## src/hdl/fnm_ram.sv

```systemverilog
// Generic single-write, single-read RAM with registered read data.
module fnm_ram #(
	parameter int WIDTH = 32,
	parameter int DEPTH = 16
) (
	input  logic                                   clk,
	input  logic                                   we,
	input  logic [(DEPTH > 1 ? $clog2(DEPTH) : 1)-1:0] waddr,
	input  logic [WIDTH-1:0]                       wdata,
	input  logic [(DEPTH > 1 ? $clog2(DEPTH) : 1)-1:0] raddr,
	output logic [WIDTH-1:0]                       rdata
);

	logic [WIDTH-1:0] mem [DEPTH];

	always_ff @(posedge clk) begin
		if (we) begin
			mem[waddr] <= wdata;
		end
		rdata <= mem[raddr];
	end

endmodule

```

## config.mk

```make
export PLATFORM = sky130hd
export DESIGN_NAME = fnm_ram
export DESIGN_NICKNAME = d
export VERILOG_FILES = /design/src/hdl/fnm_ram.sv
export SDC_FILE = /design/constraint.sdc
export NUM_CORES = 1
export LEC_CHECK = 0
export BUFFER_PORTS_ARGS = -buffer_cell sky130_fd_sc_hd__buf_2
export CORE_ASPECT_RATIO = 0.7
export CORE_MARGIN = 4
export CORE_UTILIZATION = 61
export DETAILED_ROUTE_END_ITERATION = 10
export PLACE_DENSITY = 0.79
export SYNTH_ARGS = -nofsm -noshare
export SYNTH_HDL_FRONTEND = slang
export SYNTH_SLANG_ARGS = --single-unit
```

## constraint.sdc

```tcl
create_clock -name clk -period 4.7 [get_ports clk]
set_input_delay 0.47 -clock clk [delete_from_list [all_inputs] [get_ports clk]]
set_output_delay 0.47 -clock clk [all_outputs]
set_load 0.03 [all_outputs]
```

# After elaboration in Yosys (flattened, before gate mapping)
# Memories as Yosys holds them, arrays and structs flattened. A register that Yosys moved wholly into a read port is not among the register bits.
# Cells that the tools add are included.
[classes] mux=2
[ops] op="1-bit two-way mux" n=2
[totals] in_bits=42 memories=1 ff_bits=0 output_inout_bits=32 ram_bits=512
[mem_list] memory="mem" words=16 word_bits=32 rd=1 rd_ports_with_merged_regs=1 write_ports=1 line="14" source="logic [WIDTH-1:0] mem [DEPTH];"

# Logic depth before layout (Yosys ltp)
# Gate-level depths: netlist (run 1).
[depth] depth_word=2 ltp_mapped=5 mapped_depth_nobuf=3

# Worst setup path after synthesis (run 1)
# No wires, ideal clock.
[synth_timing] path_type="in2reg" from="in waddr[2] (netlist name)" to="mem mem[0][0], enable pin" path_slack_ns=1.050 path_buffers=0 setup_time_ns=0.461 t_arrival_ns=3.188 path_stages=2 path_cell_list="or3b_2 nor3_1"
[synth_lines] item="from (decl)" line="8" source="input logic [(DEPTH > 1 ? $clog2(DEPTH) : 1)-1:0] waddr,"
[synth_lines] item="to (decl)" line="14"
# Straight into the memory's write port.

==> run metrics, run 1 <==
Worst path max stage delay=0.64 ns; total die area=roughly 36000 um2; #FFs+latches synth=544; via count of the first global-routing pass=9666; syn_nets=roughly 900; post-synthesis mux area share=approximately 15%; CTS H-Tree Depth=2; fin crit share=a little under half; power share of the clock group=38.6%; number of gates given a new drive strength after cts=0; Buffers on Ports=between 70 and 80; library cell contributing the largest single delay on the critical path=clkbuf_8; core area=approximately 32000 um2; total global routing track utilization=between 20% and 30%; MaxCap Viol Count=0; count of boundary I/O pins=74; buffer type at the clock tree root=clkbuf_16; initial antenna violation count=4; clock-pin slew reported for the worst setup and hold paths after clock tree synthesis=~0.07 ns; # fillers=1820; status=completed; number of buffers added by the clock tree synthesis step=47; combinational family with the most area after synthesis=multiplexers; Pre-Repair DR Iteration Count=5; cell count after synthesis=about 840; hold crit path type=input port to flip-flop; part of the power in combinational logic=about 5.4%; internal power consumption=between 7000 and 8000 uW; arrival time of data at the critical path endpoint=around 2.6 ns; total standard cell area after synthesis=~20000 um2; crit path time final=around 2.2 ns; clk sinks=between 500 and 600; effective utilization at floorplan=a little over three fifths; top area cells in the synthesized netlist=edfxtp_1, mux4_2, dfxtp_1, a22oi_1, nand2_1; Post-Synth Simple-Gate Area=between 1 and 1.5%; cell type with the highest aggregate area in the netlist=edfxtp_1; element type at the critical path end=flip-flop; Sw Ratio=20.7%; number of endpoints failing setup at the final stage=0; postcts setup bufs=0; mean area per synthesized cell=between 20 and 25 um2; Max Root-Sink Buffers=3; adder and majority cell fraction of the synthesized area=0%; worst-case clock skew=0.0105 ns; transition at the pin with the smallest max-transition slack=roughly 1.2 ns; number of hold-repair buffers added at the cts stage=0; compound-cell area share of the yosys netlist=around 2.4%; drt total wl=about 42000 um; largest fanout on the critical path=between 60 and 70; pin count of the biggest net entering global routing=70; routed via count divided by cell count=between 6 and 7; clock tree from TritonCTS=done; post-route antenna net violation count=0; DRC viols=0; global-route wire length before repair=roughly 64000 um; total count of max-transition violations in the final report=0; worst slew margin relative to its limit=22.1%; number of warnings reported in the yosys synthesis log=0; fraction of layout instances using a drive strength above 1=between 30% and 40%; leakage component of the power=a little over 0.007 uW; Die X=~220 um; number of buffer and inverter stages on the critical path=2; worst setup path category=input port to flip-flop; nets=slightly below 1000; area growth from synthesis to layout=12.9%; synth unique cells=18; total via count in the routed design=between 9000 and 10000; Worst-Skew Late Latency=approximately 0.55 ns; detailed-route wire length per cell=30.3 um; die height=approximately 160 um; Worst VDD drop=313 uV; total half-perimeter wirelength after legalization and detailed placement=~22000 um; startpoint types=input port; setup total negative slack=0 ns; total number of placement rows=54; maximum achievable frequency=about 470 MHz; xor-xnor portion of the synthesized cell area=0%; area share of the leading cell type in the synthesized netlist=between 70% and 80%; worst hold slack across all endpoints=between 0.2 and 0.3 ns; family with the most delay on the worst path=buffers and inverters; required arrival time at the worst endpoint=roughly 5.1 ns; remaining global-route overflow=0; gp weighted congestion=between 0.7 and 0.8; total count of hold-check failures in the final report=0; RSZ-0062 raised after global routing=no; sequential power share=between 50% and 60%; 1st-iter DRT viols=around 1100; sequential element share of the synthesized area=around 81%; cell area power density=~430 nW/um2; list of cells traversed by the critical path=clkbuf_8 -> buf_4 -> mux4_2 -> a22oi_1 -> nand2_1; switching component of the power=slightly above 2000 uW
## cells in the mapped netlist, drive strengths merged
master  number
edfxtp     512
mux4       128
a22oi       64
nand2       33
dfxtp       32
buf         26
clkbuf      17
nor2        13
nor3         4
nand2b       2
nand3b       2
nor2b        2
and2         1
nand3        1
or3b         1
## sequential cells by signal (all words and copies together) (netlist names)
signal  flops
rdata      32
mem       512
## power by group through the flow
| stage | clock, uW | combinational (uW) | sequential [uW] |
|---|---|---|---|
| CTS | 3810 | 532 | 5460 |
| global placement | 0 | 515 | 5550 |
| floorplan | 0 | 260 | 5620 |
| finish | 3760 | 526 | 5460 |
| global route | 4050 | 564 | 5460 |
| detailed placement | 0 | 528 | 5560 |
## routing by layer
layer	GRT usage, %	vias to the layer above	routed length (um)
met5	0	-	27
met4	6.19	4	862
met3	5.81	67	4370
met2	39.0	530	21300
met1	35.3	4768	15900
li1	-	3778	-
## area by class of cell
type | count | area [um2] | share of cell area, %
clock inverters | 22 | 170 | 0.759
clock buffers | 65 | 1340 | 5.96
repair buffers | 98 | 602 | 2.69
flip-flops and latches | 544 | 16000 | 71.5
diodes | 3 | 7.51 | 0.0335
multi-input cells | 251 | 3750 | 16.7
well taps | 420 | 526 | 2.35
## cells in the final DEF (no fill, tap or decap), types with 2 or more instances in the layout
| cell type | n |
|---|---|
| clkbuf_8 | 6 |
| nor2_4 | 13 |
| nand2b_1 | 2 |
| nand2_1 | 33 |
| a22oi_1 | 64 |
| clkinvlp_4 | 2 |
| clkbuf_1 | 11 |
| nor3_2 | 4 |
| clkinv_4 | 2 |
| buf_2 | 71 |
| mux4_2 | 128 |
| bufinv_16 | 2 |
| clkinv_1 | 2 |
| nor2b_4 | 2 |
| diode_2 | 3 |
| clkinv_2 | 14 |
| buf_12 | 3 |
| edfxtp_1 | 512 |
| nand3b_1 | 2 |
| dfxtp_1 | 32 |
| buf_4 | 23 |
| clkbuf_16 | 49 |
## worst paths after layout
check | startpoint | endpoint | slack (ns) | cells after the start
max | raddr[0] | rdata[5] | 2.55 | 5
max reg2reg | mem[0][17] | rdata[17] | 3.30 | 3
min | wdata[15] | mem[0][15] | 0.29 | 1
min reg2reg | mem[13][8] | rdata[8] | 0.67 | 3
## through the flow
step | instance area (um2) | setup slack, ns | cells | util [%] | power [uW]
final | 22400 | 2.55 | 1403 | 70.9 | 9740
after detailed placement | 20900 | 1.93 | 1313 | 66.1 | 6090
after CTS | 22400 | 2.50 | 1400 | 70.8 | 9800
after global placement | 20900 | 2.00 | 1313 | 66.1 | 6070
after global routing | 22400 | 2.35 | 1402 | 70.9 | 10100
after floorplan | 19900 | 1.05 | 838 | - | 5880
## logic make-up (layout without fill, tap and decap cells)
logic type,count (synthesis),after routing
buf+inv,43,185
other cells,0,3
simple gates,59,59
flops,544,544
compound gates,64,64
mux,128,128
No activity file was read; power rests on OpenSTA's default activity.
==> run 2: changes to the inputs <==
--- a/config.mk
+++ b/config.mk
@@ -8,9 +8,9 @@
 export BUFFER_PORTS_ARGS = -buffer_cell sky130_fd_sc_hd__buf_2
 export CORE_ASPECT_RATIO = 0.7
 export CORE_MARGIN = 4
-export CORE_UTILIZATION = 61
+export CORE_UTILIZATION = 55
 export DETAILED_ROUTE_END_ITERATION = 10
-export PLACE_DENSITY = 0.79
+export PLACE_DENSITY = 0.75
 export SYNTH_ARGS = -nofsm -noshare
 export SYNTH_HDL_FRONTEND = slang
 export SYNTH_SLANG_ARGS = --single-unit
==> constraint.sdc (replaced) <==
create_clock -name clk -period 1.8 [get_ports clk]
set_input_delay 0.18 -clock clk [delete_from_list [all_inputs] [get_ports clk]]
set_output_delay 0.18 -clock clk [all_outputs]
set_load 0.03 [all_outputs]
==> run 2 against run 1 <==
  * Hold slack lost 0.26 ns
  * Non-clock buffer count is 75 higher
  * Via count grew 3.7%
  * Core utilization is 3.6 points lower
  * Design area up 5.6%
  * Largest power group unchanged
  * Sequential share of layout area shrank 3.8 points
  * Clock power rose to 2.9 times the previous value
  * Wire length rose by 0.48%
  * Global-route usage fell by 2.5 points
  * Count of clock-buffer cells in the layout shrank 5
  * Die area grew 10%
  * Sequential power grew to 2.6 times the previous value
==> run metrics, run 2 (synthesis gave the netlist of run 1 again) <==
status=completed; gp weighted congestion=between 0.7 and 0.8; post-route antenna net violation count=0; die height=167 um; Worst R2R Setup Slack=roughly 0.37 ns; number of gates given a new drive strength after cts=0; Worst VDD drop=964 uV; clock-pin slew reported for the worst setup and hold paths after clock tree synthesis=0.07 ns; destination of the worst hold path=mem[11][6]; remaining global-route overflow=0; clk sinks=544; fraction of layout instances using a drive strength above 1=a little over a third; setup total negative slack=0 ns; fin crit share=between 70% and 80%; nets=between 1000 and 1500; transition at the pin with the smallest max-transition slack=roughly 0.9 ns; required arrival time at the worst endpoint=between 2 and 2.5 ns; number of cells traversed by the worst register-to-register path=3; cell count after placement=roughly 1400; Worst path max stage delay=about 0.48 ns; number of buffer and inverter stages on the critical path=0; worst setup path category=flip-flop to flip-flop; pin count of the biggest net entering global routing=50; DRC viols=0; number of endpoints failing setup at the final stage=0; number of buffers added by the clock tree synthesis step=48; Hold Crit Depth=1; family with the most delay on the worst path=multiplexers; count of boundary I/O pins=74; final instance area=23700 um2; element type at the critical path end=flip-flop; MaxCap Viol Count=0; initial antenna violation count=1; largest fanout on the critical path=1; hold crit path type=input port to flip-flop; R2R Path Start=mem[0][5]; hold path startpoint=wdata[6]; total count of max-transition violations in the final report=0; flip-flop count of the largest register after layout=512; total number of placement rows=57; Largest regs=mem: 512 flops, rdata: 32 flops; effective utilization at floorplan=56.5%; total via count in the routed design=roughly 9500; total half-perimeter wirelength after legalization and detailed placement=approximately 24000 um; register ranked first by flip-flop count=mem; crit path time final=approximately 1.4 ns; via count of the first global-routing pass=between 9000 and 10000; worst-case clock skew=just over 0.02 ns; arrival time of data at the critical path endpoint=about 1.9 ns; detailed-route wire length per cell=27.9 um; core area=~35000 um2; drt total wl=42700 um; clock tree from TritonCTS=done; total die area=between 30000 and 40000 um2; startpoint types=flip-flop; routed via count divided by cell count=approximately 6.2; library cell contributing the largest single delay on the critical path=mux4_2; Storage cell area=roughly 16000 um2; leakage component of the power=between 0.007 and 0.008 uW; number of hold-repair buffers added at the cts stage=30; Design Power=26600 uW; total area of multi-input combinational cells=approximately 3800 um2; Worst-Skew Late Latency=0.57 ns; list of cells traversed by the critical path=mux4_2 -> a22oi_1 -> nand2_1; Die X=approximately 240 um; 1st-iter DRT viols=about 1000; area growth from synthesis to layout=19.2%; most frequent standard cell in the layout excluding fill and tap cells=edfxtp_1; CTS H-Tree Depth=2; final core area utilization=67.3%; Max Root-Sink Buffers=3; postcts setup bufs=0; global-route wire length before repair=64500 um; critical register-to-register path endpoint=rdata[5]; # fillers=between 2000 and 2500; buffer type at the clock tree root=clkbuf_16; total global routing track utilization=22.0%; most frequent cells in the layout=edfxtp_1, mux4_2, buf_2; Pre-Repair DR Iteration Count=5; Buffers on Ports=73; post-route insts no fill=1530; worst slew margin relative to its limit=between 30% and 40%; cell area power density=around 1100 nW/um2; RSZ-0062 raised after global routing=no; total count of hold-check failures in the final report=0; placed cell areas=about 22000 um2; maximum achievable frequency=~700 MHz
-- run 2: changes by cell type in the layout (fill, tap and decap cells not counted), moves of 3 or more --
cell           before  now
buf_12              3   33
buf_4              23   38
bufinv_16           2    8
clkbuf_1           11    8
clkinv_1            2    6
clkinv_2           14    8
dlygate4sd3_1       0   30
nor3_2              4    0
nor3_4              0    4
-- run 2: final cells by class --
| type | count | area share [%] |
|---|---|---|
| multi-input cells | 251 | 16.0 |
| clock buffers | 60 | 5.48 |
| diodes | 1 | 0.0106 |
| repair buffers | 173 | 6.83 |
| well taps | 472 | 2.50 |
| flip-flops and latches | 544 | 67.7 |
| clock inverters | 29 | 1.53 |
-- run 2: how the worst max path moves through the flow --
| stage | to | slack, ns | depth (start not counted) | start |
|---|---|---|---|---|
| detailed placement | rdata[30] | 0.05 | 6 | raddr[0] |
| finish | rdata[5] | 0.37 | 3 | mem[0][5] |
| global route | rdata[5] | 0.35 | 3 | mem[0][5] |
| global placement | rdata[30] | 0.05 | 6 | raddr[0] |
| floorplan | mem[10][0] | -0.41 | 2 | waddr[2] |
| CTS | rdata[5] | 0.38 | 3 | mem[0][5] |
-- run 2: worst register-to-register path, delay by kind of cell, from the launching register on --
family           cells  cell delay (ns)
flip-flops           1             0.40
multiplexers         1             0.49
AO/OA/AOI/OAI        1             0.33
AND/OR/NAND/NOR      1             0.10
-- run 2: per-stage QoR --
stage / worst slack (ns) / hold WS, ns
2_1_floorplan: -0.408 / 0.279
3_3_place_gp: 0.0505 / 0.550
3_5_place_dp: 0.0464 / 0.553
4_1_cts: 0.383 / 0.00508
5_1_grt: 0.354 / 0.0184
6_report: 0.366 / 0.0259
-- run 2: layer usage --
metal	vias up	share of wire [%]	global-route usage (%)
li1	3933	-	-
met1	5084	42	33.2
met2	424	48	34.8
met3	44	8.2	3.88
met4	0	1.3	4.39
met5	-	0	0
-- run 2: where the power goes --
group | total, uW | internal, uW | leakage, uW | switching (uW)
clock network | 10800 | 6290 | 0.000804 | 4490
logic | 1570 | 653 | 0.00204 | 916
registers | 14200 | 14200 | 0.00489 | 90.2
